$ cat src/pol_pkg.sv
// ----------------------------------------------------------------------------
// pol_pkg: shared types and constants of the positional ordered list.
// Field widths, command and status codes, and the controller/datapath bundles.
// ----------------------------------------------------------------------------
package pol_pkg;

	localparam int DEPTH_DEF = 16;
	localparam int CMD_W     = 2;
	localparam int POS_W     = 8;
	localparam int DATA_W    = 16;
	localparam int STAT_W    = 2;
	localparam int LEN_W     = 5;
	localparam int REC_W     = 3 * DATA_W;

	localparam logic [CMD_W-1:0] CMD_INSERT = 2'd0;
	localparam logic [CMD_W-1:0] CMD_DELETE = 2'd1;
	localparam logic [CMD_W-1:0] CMD_READ   = 2'd2;

	localparam logic [STAT_W-1:0] ST_DONE  = 2'd0;
	localparam logic [STAT_W-1:0] ST_RANGE = 2'd1;
	localparam logic [STAT_W-1:0] ST_FULL  = 2'd2;

	// Outcome of a command, decided once the word has been latched.
	typedef enum logic [2:0] {
		K_NONE,
		K_RANGE,
		K_FULL,
		K_INS,
		K_DEL,
		K_RD
	} kind_t;

	typedef struct packed {
		logic take;
		logic init_idx;
		logic step_idx;
		logic move_wr;
		logic put_wr;
		logic capture;
		logic finish;
	} dp_cmd_t;

	typedef struct packed {
		kind_t kind;
		logic  move_pending;
	} dp_stat_t;

endpackage

$ cat src/pol_ram.sv
// ----------------------------------------------------------------------------
// pol_ram: generic single-write, single-read RAM.
// The read data is registered; contents are not reset.
// ----------------------------------------------------------------------------
module pol_ram #(
	parameter int WIDTH = 48,
	parameter int DEPTH = 16
) (
	input  logic                     clk,
	input  logic                     we,
	input  logic [$clog2(DEPTH)-1:0] waddr,
	input  logic [WIDTH-1:0]         wdata,
	input  logic [$clog2(DEPTH)-1:0] raddr,
	output logic [WIDTH-1:0]         rdata
);

	logic [WIDTH-1:0] mem [DEPTH];
	logic [WIDTH-1:0] rdata_q;

	always_ff @(posedge clk) begin
		if (we) begin
			mem[waddr] <= wdata;
		end
		rdata_q <= mem[raddr];
	end

	assign rdata = rdata_q;

endmodule

$ cat src/pol_ctrl.sv
// ----------------------------------------------------------------------------
// pol_ctrl: sequencing of one command word.
// Drives the input and output handshakes and steps the datapath through the
// entry moves of an insert or delete.
// ----------------------------------------------------------------------------
module pol_ctrl (
	input  logic              clk,
	input  logic              arst_n,
	input  logic              in_valid,
	output logic              in_stall,
	output logic              out_valid,
	input  logic              out_stall,
	input  pol_pkg::dp_stat_t st,
	output pol_pkg::dp_cmd_t  cmd
);

	import pol_pkg::*;

	typedef enum logic [6:0] {
		S_IDLE = 7'b0000001,
		S_EVAL = 7'b0000010,
		S_CHK  = 7'b0000100,
		S_RD   = 7'b0001000,
		S_WR   = 7'b0010000,
		S_PUT  = 7'b0100000,
		S_DONE = 7'b1000000
	} state_t;

	state_t state_q;
	state_t state_nxt;
	logic   out_valid_q;
	logic   cap_pend_q;

	always_comb begin
		state_nxt = state_q;
		cmd       = '0;
		case (state_q)
			S_IDLE: begin
				if (in_valid) begin
					cmd.take  = 1'b1;
					state_nxt = S_EVAL;
				end
			end
			S_EVAL: begin
				case (st.kind)
					K_INS, K_DEL: begin
						cmd.init_idx = 1'b1;
						state_nxt    = S_CHK;
					end
					K_RD: begin
						state_nxt = S_RD;
					end
					default: begin
						state_nxt = S_DONE;
					end
				endcase
			end
			S_CHK: begin
				if (st.move_pending) begin
					state_nxt = S_RD;
				end else if (st.kind == K_INS) begin
					state_nxt = S_PUT;
				end else begin
					state_nxt = S_DONE;
				end
			end
			S_RD: begin
				// A plain read has its record in the RAM output register next cycle.
				state_nxt = (st.kind == K_RD) ? S_PUT : S_WR;
			end
			S_WR: begin
				cmd.move_wr  = 1'b1;
				cmd.step_idx = 1'b1;
				state_nxt    = S_CHK;
			end
			S_PUT: begin
				if (st.kind == K_RD) begin
					cmd.capture = 1'b1;
				end else begin
					cmd.put_wr = 1'b1;
				end
				state_nxt = S_DONE;
			end
			S_DONE: begin
				if (!out_valid_q || !out_stall) begin
					cmd.finish = 1'b1;
					state_nxt  = S_IDLE;
				end
			end
			default: begin
				state_nxt = S_IDLE;
			end
		endcase
	end

	always_ff @(posedge clk or negedge arst_n) begin
		if (!arst_n) begin
			state_q     <= S_IDLE;
			out_valid_q <= 1'b0;
			cap_pend_q  <= 1'b0;
		end else begin
			state_q <= state_nxt;
			if (cmd.finish) begin
				out_valid_q <= 1'b1;
			end else if (!out_stall) begin
				out_valid_q <= 1'b0;
			end
			cap_pend_q <= cmd.capture;
		end
	end

	assign in_stall  = (state_q != S_IDLE) || cap_pend_q;
	assign out_valid = out_valid_q;

endmodule

$ cat src/pol_dp.sv
// ----------------------------------------------------------------------------
// pol_dp: datapath of the positional ordered list.
// Holds the latched word, the entry count, the move index, the entry RAM and
// the result register.
// ----------------------------------------------------------------------------
module pol_dp #(
	parameter int DEPTH = pol_pkg::DEPTH_DEF
) (
	input  logic                        clk,
	input  logic                        arst_n,
	input  pol_pkg::dp_cmd_t            cmd,
	output pol_pkg::dp_stat_t           st,
	input  logic [pol_pkg::CMD_W-1:0]   cmd_code,
	input  logic [pol_pkg::POS_W-1:0]   position,
	input  logic [pol_pkg::DATA_W-1:0]  car_number,
	input  logic [pol_pkg::DATA_W-1:0]  car_capacity,
	input  logic [pol_pkg::DATA_W-1:0]  car_passengers,
	output logic [pol_pkg::STAT_W-1:0]  status,
	output logic [pol_pkg::DATA_W-1:0]  read_number,
	output logic [pol_pkg::DATA_W-1:0]  read_capacity,
	output logic [pol_pkg::DATA_W-1:0]  read_passengers,
	output logic [pol_pkg::LEN_W-1:0]   length
);

	import pol_pkg::*;

	localparam int AW   = $clog2(DEPTH);
	localparam int CW   = $clog2(DEPTH + 1);
	localparam int CMPW = ((CW > POS_W) ? CW : POS_W) + 1;

	logic [CMD_W-1:0]  cmd_q;
	logic [POS_W-1:0]  pos_q;
	logic [REC_W-1:0]  rec_q;
	logic [CW-1:0]     count_q;
	logic [CW-1:0]     idx_q;
	logic [REC_W-1:0]  hold_q;
	logic [STAT_W-1:0] status_q;
	logic [REC_W-1:0]  rd_rec_q;
	logic [LEN_W-1:0]  length_q;

	logic [CMPW-1:0]   pos_ext;
	logic [CMPW-1:0]   pos_m1;
	logic [CMPW-1:0]   cnt_ext;
	logic [CMPW-1:0]   idx_ext;
	logic [CW-1:0]     slot;
	logic [CW-1:0]     count_nxt;
	logic [CMPW-1:0]   len_ext;
	logic [CW-1:0]     src_idx;
	logic [AW-1:0]     raddr;
	logic [AW-1:0]     waddr;
	logic [REC_W-1:0]  wdata;
	logic              we;
	logic [REC_W-1:0]  ram_rdata;
	kind_t             kind;

	assign pos_ext = CMPW'(pos_q);
	assign pos_m1  = pos_ext - CMPW'(1);
	assign cnt_ext = CMPW'(count_q);
	assign idx_ext = CMPW'(idx_q);

	// An insert beyond the end lands at the tail.
	assign slot = (pos_m1 > cnt_ext) ? count_q : pos_m1[CW-1:0];

	always_comb begin
		case (cmd_q)
			CMD_INSERT: begin
				if (pos_q == '0) begin
					kind = K_RANGE;
				end else if (cnt_ext >= CMPW'(DEPTH)) begin
					kind = K_FULL;
				end else begin
					kind = K_INS;
				end
			end
			CMD_DELETE: begin
				kind = (pos_q == '0 || pos_ext > cnt_ext) ? K_RANGE : K_DEL;
			end
			CMD_READ: begin
				kind = (pos_q == '0 || pos_ext > cnt_ext) ? K_RANGE : K_RD;
			end
			default: begin
				kind = K_NONE;
			end
		endcase
	end

	assign st.kind         = kind;
	assign st.move_pending = (kind == K_INS) ? (idx_q > slot)
	                                         : ((idx_ext + CMPW'(1)) < cnt_ext);

	// Source of the entry that moves into idx: the one below on insert, above on delete.
	always_comb begin
		case (kind)
			K_INS:   src_idx = idx_q - CW'(1);
			K_DEL:   src_idx = idx_q + CW'(1);
			default: src_idx = pos_m1[CW-1:0];
		endcase
	end

	assign raddr = src_idx[AW-1:0];
	assign waddr = idx_q[AW-1:0];
	assign we    = cmd.move_wr | cmd.put_wr;
	assign wdata = cmd.move_wr ? ram_rdata : rec_q;

	pol_ram #(
		.WIDTH (REC_W),
		.DEPTH (DEPTH)
	) u_ram (
		.clk   (clk),
		.we    (we),
		.waddr (waddr),
		.wdata (wdata),
		.raddr (raddr),
		.rdata (ram_rdata)
	);

	always_comb begin
		case (kind)
			K_INS:   count_nxt = count_q + CW'(1);
			K_DEL:   count_nxt = count_q - CW'(1);
			default: count_nxt = count_q;
		endcase
	end

	assign len_ext = CMPW'(count_nxt);

	always_ff @(posedge clk or negedge arst_n) begin
		if (!arst_n) begin
			count_q <= '0;
		end else if (cmd.finish) begin
			count_q <= count_nxt;
		end
	end

	always_ff @(posedge clk) begin
		if (cmd.take) begin
			cmd_q <= cmd_code;
			pos_q <= position;
			rec_q <= {car_number, car_capacity, car_passengers};
		end
		if (cmd.init_idx) begin
			idx_q <= (kind == K_INS) ? count_q : pos_m1[CW-1:0];
		end else if (cmd.step_idx) begin
			idx_q <= src_idx;
		end
		if (cmd.capture) begin
			hold_q <= ram_rdata;
		end
		if (cmd.finish) begin
			case (kind)
				K_RANGE: status_q <= ST_RANGE;
				K_FULL:  status_q <= ST_FULL;
				default: status_q <= ST_DONE;
			endcase
			rd_rec_q <= (kind == K_RD) ? hold_q : '0;
			length_q <= len_ext[LEN_W-1:0];
		end
	end

	assign status          = status_q;
	assign read_number     = rd_rec_q[3*DATA_W-1:2*DATA_W];
	assign read_capacity   = rd_rec_q[2*DATA_W-1:DATA_W];
	assign read_passengers = rd_rec_q[DATA_W-1:0];
	assign length          = length_q;

endmodule

$ cat src/positional_ordered_list_core.sv
// ----------------------------------------------------------------------------
// positional_ordered_list_core: bounded list of car records by position.
// Insert, delete and read at a 1-based position; one result word per command.
// ----------------------------------------------------------------------------
// A command word enters on the in channel (in_valid/in_stall) and exactly one
// result word leaves on the out channel (out_valid/out_stall). A word moves at
// a rising edge where valid is high and stall is low.
// Entries live in a single RAM with one write and one registered read port,
// so an insert or delete shuffles the entries behind the position one at a
// time, each moved entry passing through a check, a RAM read and a write step.
// A read passes through evaluation, a RAM read and a capture of the record; an
// insert ends by writing the new record into its slot; at most DEPTH - 1
// entries are moved. The block takes one command at a time and is open for
// the next one once the result has been loaded.
// Reset empties the list at once; the RAM is not cleared, as only positions
// below the entry count are ever read. While the receiver stalls, the result
// word holds; a following command is still accepted and processed, and it
// waits for the output register to free before loading its own result.
// ----------------------------------------------------------------------------
module positional_ordered_list_core #(
	parameter int DEPTH = pol_pkg::DEPTH_DEF
) (
	input  logic                        clk,
	input  logic                        arst_n,
	input  logic                        in_valid,
	output logic                        in_stall,
	input  logic [pol_pkg::CMD_W-1:0]   cmd,
	input  logic [pol_pkg::POS_W-1:0]   position,
	input  logic [pol_pkg::DATA_W-1:0]  car_number,
	input  logic [pol_pkg::DATA_W-1:0]  car_capacity,
	input  logic [pol_pkg::DATA_W-1:0]  car_passengers,
	output logic                        out_valid,
	input  logic                        out_stall,
	output logic [pol_pkg::STAT_W-1:0]  status,
	output logic [pol_pkg::DATA_W-1:0]  read_number,
	output logic [pol_pkg::DATA_W-1:0]  read_capacity,
	output logic [pol_pkg::DATA_W-1:0]  read_passengers,
	output logic [pol_pkg::LEN_W-1:0]   length
);

	import pol_pkg::*;

	dp_cmd_t  dp_cmd;
	dp_stat_t dp_stat;

	pol_ctrl u_ctrl (
		.clk       (clk),
		.arst_n    (arst_n),
		.in_valid  (in_valid),
		.in_stall  (in_stall),
		.out_valid (out_valid),
		.out_stall (out_stall),
		.st        (dp_stat),
		.cmd       (dp_cmd)
	);

	pol_dp #(
		.DEPTH (DEPTH)
	) u_dp (
		.clk             (clk),
		.arst_n          (arst_n),
		.cmd             (dp_cmd),
		.st              (dp_stat),
		.cmd_code        (cmd),
		.position        (position),
		.car_number      (car_number),
		.car_capacity    (car_capacity),
		.car_passengers  (car_passengers),
		.status          (status),
		.read_number     (read_number),
		.read_capacity   (read_capacity),
		.read_passengers (read_passengers),
		.length          (length)
	);

endmodule

$ cat config.mk
export PLATFORM = sky130hd
export DESIGN_NAME = positional_ordered_list_core
export DESIGN_NICKNAME = d
export VERILOG_FILES = /design/src/pol_pkg.sv /design/src/pol_ram.sv /design/src/pol_ctrl.sv /design/src/pol_dp.sv /design/src/positional_ordered_list_core.sv
export SDC_FILE = /design/constraint.sdc
export NUM_CORES = 1
export LEC_CHECK = 0
export CORE_UTILIZATION = 25
export DETAILED_ROUTE_END_ITERATION = 6
export DONT_BUFFER_PORTS = 1
export PLACE_DENSITY = 0.42
export SLEW_MARGIN = 20
export SYNTH_ARGS = -nofsm -noshare
export SYNTH_HDL_FRONTEND = slang
export SYNTH_SLANG_ARGS = --single-unit
$ cat constraint.sdc
create_clock -name clk -period 13.5 [get_ports clk]
set_input_delay 0.675 -clock clk [delete_from_list [all_inputs] [get_ports clk]]
set_output_delay 0.675 -clock clk [all_outputs]
set_load 0.03 [all_outputs]
==> results of run 1 <==
-- worst reg2reg max path, cell delays in order (launching register included) --
cell,delay [ns]
edfxtp_1,0.59
inv_8,0.51
ha_1,0.38
nand4_1,0.24
o31a_2,0.21
buf_4,0.55
nor2_1,0.13
nand3_1,0.22
inv_1,0.21
fa_1,0.45
xnor2_1,0.61
nor2_1,0.24
a32oi_4,0.62
buf_4,0.84
o22ai_1,0.20
or4_1,0.58
-- metrics by stage --
stage	cells	total power [uW]
floorplan	4376	5240
CTS	6791	9450
finish	6797	9400
global route	6796	9730
detailed placement	6507	6180
global placement	6505	6180
-- flip-flops by register name (all words and copies together), names as in the netlist, 2 cells and up --
signal / count
u_dp.u_ram.rdata: 48
u_dp.idx_q: 5
u_dp.length: 5
u_dp.pos_q: 8
u_dp.rec_q: 48
u_dp.u_ram.mem: 768
u_ctrl.state_q: 7
u_dp.hold_q: 48
u_dp.status: 2
u_dp.rd_rec_q: 48
u_dp.count_q: 5
u_dp.cmd_q: 2
-- area by class of cell --
type                            count  area (um2)  area share (%)
Antenna cell                        6        15.0          0.0272
Clock buffer                      179        3370            6.11
Clock inverter                     46         492           0.890
Inverter                           17        81.3           0.147
Multi-Input combinational cell   2881       17400            31.5
Sequential cell                   996       29400            53.1
Tap cell                         2526        3160            5.72
Timing Repair Buffer              146        1390            2.51
-- layer usage --
| metal | routed length [um] | GRT usage, % | up-vias |
|---|---|---|---|
| met1 | 80100 | 23.7 | 19800 |
| met4 | 5520 | 6.50 | 0 |
| met2 | 91000 | 31.4 | 1602 |
| li1 | - | - | 16800 |
| met5 | 0 | 0 | - |
| met3 | 11800 | 3.00 | 341 |
-- what timing repair did --
item | in CTS | in global routing
hold buffers | 59 | 0
hold endpoints to repair | 72 | 0
resized for setup | 0 | 0
-- kinds of logic after synthesis --
logic type,Yosys count
multiplexers,57
buffers and inverters,499
AO/OA/AOI/OAI,1409
flip-flops,996
adder cells (fa/ha/maj),33
XOR/XNOR,15
AND/OR/NAND/NOR,1367
-- layout by cell type (no fill, tap or decap), types with 26 or more instances in the layout --
master / n
a311oi_1: 384
dfxtp_1: 48
clkbuf_16: 120
edfxtp_1: 934
and2_1: 50
o22ai_1: 198
buf_4: 76
a21oi_1: 398
a221oi_1: 384
nand2_1: 1172
or4_1: 50
nor2_1: 26
dlygate4sd3_1: 59
clkbuf_1: 44
ha_1: 31
mux2_2: 51
-- power groups by stage --
stage	logic, uW	clock network [uW]	registers (uW)
finish	2340	3240	3820
global route	2480	3420	3830
CTS	2310	3310	3830
detailed placement	2300	0	3890
global placement	2290	0	3900
floorplan	1460	0	3780
-- path summary, 6_finish.rpt --
check	endpoint	slack, ns	depth (start not counted)
max in group asynchronous	u_ctrl.cap_pend_q	12.64	1
min	u_ctrl.state_q[1]	0.07	1
max	u_dp.u_ram.rdata[36]	6.79	15
min in group asynchronous	u_dp.count_q[3]	0.39	1
max reg2reg	u_dp.u_ram.rdata[36]	6.79	15
min reg2reg	u_dp.hold_q[41]	0.44	0
==> results.json, run 1 <==
{
  "gp_congestion": 0.762,
  "path_cells": "inv_8 -> ha_1 -> nand4_1 -> o31a_2 -> buf_4 -> nor2_1 -> nand3_1 -> inv_1 -> fa_1 -> xnor2_1 -> nor2_1 -> a32oi_4 -> buf_4 -> o22ai_1 -> or4_1",
  "synth_top_area_share_pct": 57.9,
  "rsz0062_at_grt": "no",
  "clk_latency_ns": 0.77,
  "place_ws_ns": 6.81,
  "cp.arrival_ns": 7.33,
  "yosys_warnings": 0,
  "pwr-share-comb_pct": 24.9,
  "status": "finished, final reports clean",
  "first_iter_violations": 3915,
  "drive_above_1_share_pct": 8.11,
  "hp-start": "in_valid",
  "rows": 161,
  "fillCellCount": 19400,
  "synth.top_cells.by_area": "edfxtp_1 (58%), nand2_1 (9.1%), a221oi_1 (6.9%)",
  "post_drt_wl_per_cell_um": 27.7,
  "cts_buffers": 118,
  "root_buffer": "clkbuf_16",
  "end_kind": "flip-flop",
  "powerDensity_mw_per_mm2": 170,
  "synth_commonest_cells": "nand2_1 (1173), edfxtp_1 (934), clkbuf_1 (402)",
  "p_int_uw": 6150,
  "yosysSeqAreaShare_pct": 60.7,
  "routed_wirelength_mm": 188,
  "synth_top_family_by_area": "compound AO/OA/AOI/OAI gates",
  "synth_adder_area_share_pct": 0.884,
  "peakVddDrop_mv": 0.120,
  "vias": 38500,
  "yosys.area.top_type": "edfxtp_1",
  "p_leak_uw": 0.0175,
  "syn_inst": 4376,
  "setup_viol": 0,
  "syn_area_per_cell_um2": 11.1,
  "async_reset_ff_share_pct": 1.41,
  "grt_usage_pct": 18.5,
  "layout.nets": 4255,
  "p_sw_uw": 3250,
  "area_growth_pct": 14.2,
  "drt-vias-per-instance": 5.66,
  "synth_most_common_cell": "nand2_1",
  "finalHoldViolCount": 0,
  "place_area_mm2": 0.0508,
  "synth_ff_type": "edfxtp_1",
  "path_delay_family": "buffers and inverters",
  "dp_hpwl_mm": 87.4,
  "final_area_mm2": 0.0553,
  "min_path_type": "input port to flip-flop",
  "syn_nets": 4471,
  "setup_tns_ns": 0,
  "drv_cap": 0,
  "post_cts_buffers": 0,
  "synth.cell_area_mm2": 0.0484,
  "htreeDepth": 3,
  "hold_ws_ns": 0.0678,
  "cts_sinks": 996,
  "cts_tree": "done",
  "ys_seq_elements": 996,
  "worstPathRequired_ns": 14.12,
  "startpoint": "u_dp.pos_q[0]",
  "fin_crit_sh_pct": 49.7,
  "synth_edf_count": 934,
  "grt_overflow": 0,
  "grt_pass1_vias": 38800,
  "relSlewSlack_pct": 19.2,
  "die_h_um": 442,
  "min_period_ns": 6.71,
  "max_freq_ghz": 0.149,
  "path_max_fanout": 92,
  "antenna_found_initial": 2,
  "synthSimpleGateAreaFrac_pct": 11.6,
  "dieArea_mm2": 0.195,
  "drcViolationCount": 0,
  "worst_slack_ns": 6.79,
  "clk_pin_slew_worst_paths_ns": 0.06,
  "grt_max_degree": 161,
  "cp-start-kind": "flip-flop",
  "core_area_mm2": 0.192,
  "utilization_pct": 28.7,
  "io_pins": 119,
  "synth_xor_area_share_pct": 0.271,
  "swShare_pct": 34.6,
  "pwr-share-seq_pct": 40.6,
  "detail-route-antenna-nets": 0,
  "dr.pass1.iters": 6,
  "path_buf_inv": 4,
  "ctsLongestPathBuffers": 3,
  "r2r-start": "u_dp.pos_q[0]",
  "crit_type": "flip-flop to flip-flop",
  "portBuffers": 0,
  "clkPwrFrac_pct": 34.5,
  "die_w_um": 442,
  "timing.final.max_slew_violations": 0,
  "initial_core_util_pct": 25.2,
  "max_stage_delay_ns": 0.84,
  "synth_compound_area_share_pct": 21.3,
  "synthMuxAreaShare_pct": 1.31,
  "fin_skew_ns": 0.0373,
  "worstMarginPinSlew_ns": 1.21,
  "synth_cell_types": 57,
  "grt_first_pass_wirelength_mm": 272,
  "cp_slowest_cell": "buf_4"
}
Power figures use the tool's default switching activity.
==> run 2: changes to the inputs <==
==> constraint.sdc (replaced) <==
create_clock -name clk -period 6.3 [get_ports clk]
set_input_delay 0.315 -clock clk [delete_from_list [all_inputs] [get_ports clk]]
set_output_delay 0.315 -clock clk [all_outputs]
set_load 0.03 [all_outputs]
==> results.json, run 2 (synthesis gave the netlist of run 1 again) <==
{
  "status": "finished, final reports clean",
  "first_iter_violations": 3778,
  "place_ws_ns": 0.811,
  "cts_buffers": 114,
  "gp_congestion": 0.766,
  "swShare_pct": 34.2,
  "final_cell_count_no_fill": 6785,
  "min_period_ns": 5.57,
  "drv_cap": 0,
  "min_path_type": "input port to asynchronous set/reset pin",
  "grt_max_degree": 174,
  "r2r-start": "u_dp.pos_q[0]",
  "r2r_setup_slack_ns": 0.73,
  "reg2reg_to": "u_dp.u_ram.rdata[18]",
  "detail-route-antenna-nets": 0,
  "worstPathRequired_ns": 6.91,
  "grt_usage_pct": 18.2,
  "cp-start-kind": "flip-flop",
  "cts_resized": 0,
  "layout.nets": 4259,
  "grt_overflow": 0,
  "core_area_mm2": 0.192,
  "antenna_found_initial": 2,
  "path_buf_inv": 3,
  "htreeDepth": 3,
  "die_h_um": 442,
  "worst_slack_ns": 0.729,
  "area_growth_pct": 14.5,
  "vias": 38400,
  "path_max_fanout": 81,
  "path_delay_family": "buffers and inverters",
  "timing.final.max_slew_violations": 0,
  "powerDensity_mw_per_mm2": 358,
  "post_cts_buffers": 0,
  "peakVddDrop_mv": 0.360,
  "cts_tree": "done",
  "dieArea_mm2": 0.195,
  "cts_sinks": 996,
  "p_sw_uw": 6800,
  "max_freq_ghz": 0.180,
  "end_kind": "flip-flop",
  "worstMarginPinSlew_ns": 1.25,
  "grt_pass1_vias": 38300,
  "regMostFlops": "u_dp.u_ram.mem",
  "portBuffers": 0,
  "largest_reg_flops": 768,
  "setup_viol": 0,
  "cts_hold_buf": 61,
  "grt_first_pass_wirelength_mm": 269,
  "use_met2_pct": 30.6,
  "cp.arrival_ns": 6.18,
  "p_leak_uw": 0.0176,
  "grt_busiest_layer": "met2",
  "routed_wirelength_mm": 185,
  "gr-usage-met3_pct": 2.50,
  "pwr-share-seq_pct": 41.1,
  "initial_core_util_pct": 25.2,
  "ctsLongestPathBuffers": 3,
  "post_drt_wl_per_cell_um": 27.3,
  "final_cell_mix": "nand2_1 (1172), edfxtp_1 (934), a21oi_1 (398), a221oi_1 (384), a311oi_1 (384)",
  "clkPwrFrac_pct": 33.7,
  "reg2regPathDepth": 14,
  "fillCellCount": 19400,
  "cp_slowest_cell": "buf_4",
  "fin_skew_ns": 0.0557,
  "layout_commonest_cell": "nand2_1",
  "fin_crit_sh_pct": 88.4,
  "dp_hpwl_mm": 85.9,
  "multi_input_area_mm2": 0.0174,
  "rsz0062_at_grt": "no",
  "drcViolationCount": 0,
  "crit_type": "flip-flop to flip-flop",
  "rows": 161,
  "drive_above_1_share_pct": 8.20,
  "clk_latency_ns": 0.76,
  "grtUsageMet1_pct": 24.3,
  "clk_pin_slew_worst_paths_ns": 0.06,
  "relSlewSlack_pct": 16.4,
  "finalHoldViolCount": 0,
  "die_w_um": 442,
  "max_stage_delay_ns": 0.73,
  "setup_tns_ns": 0,
  "seq_area_mm2": 0.0294,
  "pwr-share-comb_pct": 25.2,
  "path_cells": "inv_8 -> ha_1 -> nand4_1 -> o31a_2 -> nor2_1 -> nand3_1 -> inv_1 -> fa_1 -> xnor2_1 -> nor2b_1 -> a32oi_4 -> buf_4 -> o22ai_1 -> or4_1",
  "root_buffer": "clkbuf_16",
  "drt-vias-per-instance": 5.66,
  "dr.pass1.iters": 6,
  "dp.cells": 6513,
  "p_int_uw": 13100,
  "io_pins": 119
}
-- run 2: cell count changes in the layout (fill, tap and decap cells not counted), sizes merged --
cell / previous run / this run
clkinvlp: 2 / 0
clkinv: 30 / 34
dlygate4sd3: 59 / 61
clkbuf: 179 / 163
bufinv: 8 / 9
buf: 87 / 93
inv: 23 / 20
diode: 6 / 2
-- run 2: layout make-up --
| class | count | share of cell area (%) |
|---|---|---|
| clock inverters | 46 | 0.851 |
| multi-input cells | 2881 | 31.4 |
| inverters | 17 | 0.147 |
| clock buffers | 163 | 5.79 |
| well taps | 2526 | 5.70 |
| repair buffers | 154 | 3.15 |
| diodes | 2 | 0.00903 |
| flip-flops and latches | 996 | 53.0 |
-- run 2: worst max path at each step --
stage	endpoint	cells past startpoint	start	slack, ns
floorplan	u_dp.u_ram.mem[4][0]	13	u_dp.pos_q[0]	0.78
global placement	u_dp.u_ram.rdata[24]	14	u_dp.pos_q[0]	0.88
detailed placement	u_dp.u_ram.rdata[18]	14	u_dp.pos_q[0]	0.81
CTS	u_dp.u_ram.rdata[11]	14	u_dp.pos_q[0]	0.76
global route	u_dp.u_ram.rdata[9]	14	u_dp.pos_q[0]	0.51
finish	u_dp.u_ram.rdata[18]	14	u_dp.pos_q[0]	0.73
-- run 2: metrics by stage --
| stage | total power [uW] | utilization [%] | hold WS (ns) | area (um2) |
|---|---|---|---|---|
| after floorplan | 11200 | - | 0.0194 | 48400 |
| after global placement | 13300 | 26.6 | 0.0201 | 51100 |
| after detailed placement | 13200 | 26.6 | 0.0201 | 51100 |
| after CTS | 20000 | 28.8 | 0.0199 | 55400 |
| after global routing | 20600 | 28.8 | 0.0794 | 55400 |
| final | 19900 | 28.8 | 0.0564 | 55400 |
-- run 2: routing by layer --
metal,vias to the layer above,wire length [um]
li1,16800,-
met5,-,0
met3,286,10600
met2,1517,89400
met1,19800,80400
met4,0,4860
-- run 2: worst register-to-register path: stages, from the launching register on --
cell	delay, ns
edfxtp_1	0.52
inv_8	0.47
ha_1	0.40
nand4_1	0.25
o31a_2	0.21
nor2_1	0.05
nand3_1	0.20
inv_1	0.22
fa_1	0.45
xnor2_1	0.65
nor2b_1	0.26
a32oi_4	0.23
buf_4	0.73
o22ai_1	0.26
or4_1	0.54
-- run 2: power groups by stage --
stage / registers, uW / logic, uW / clock network (uW)
floorplan: 8100 / 3120 / 0
global placement: 8330 / 4950 / 0
detailed placement: 8310 / 4940 / 0
CTS: 8180 / 4980 / 6880
global route: 8190 / 5330 / 7110
finish: 8170 / 5000 / 6700
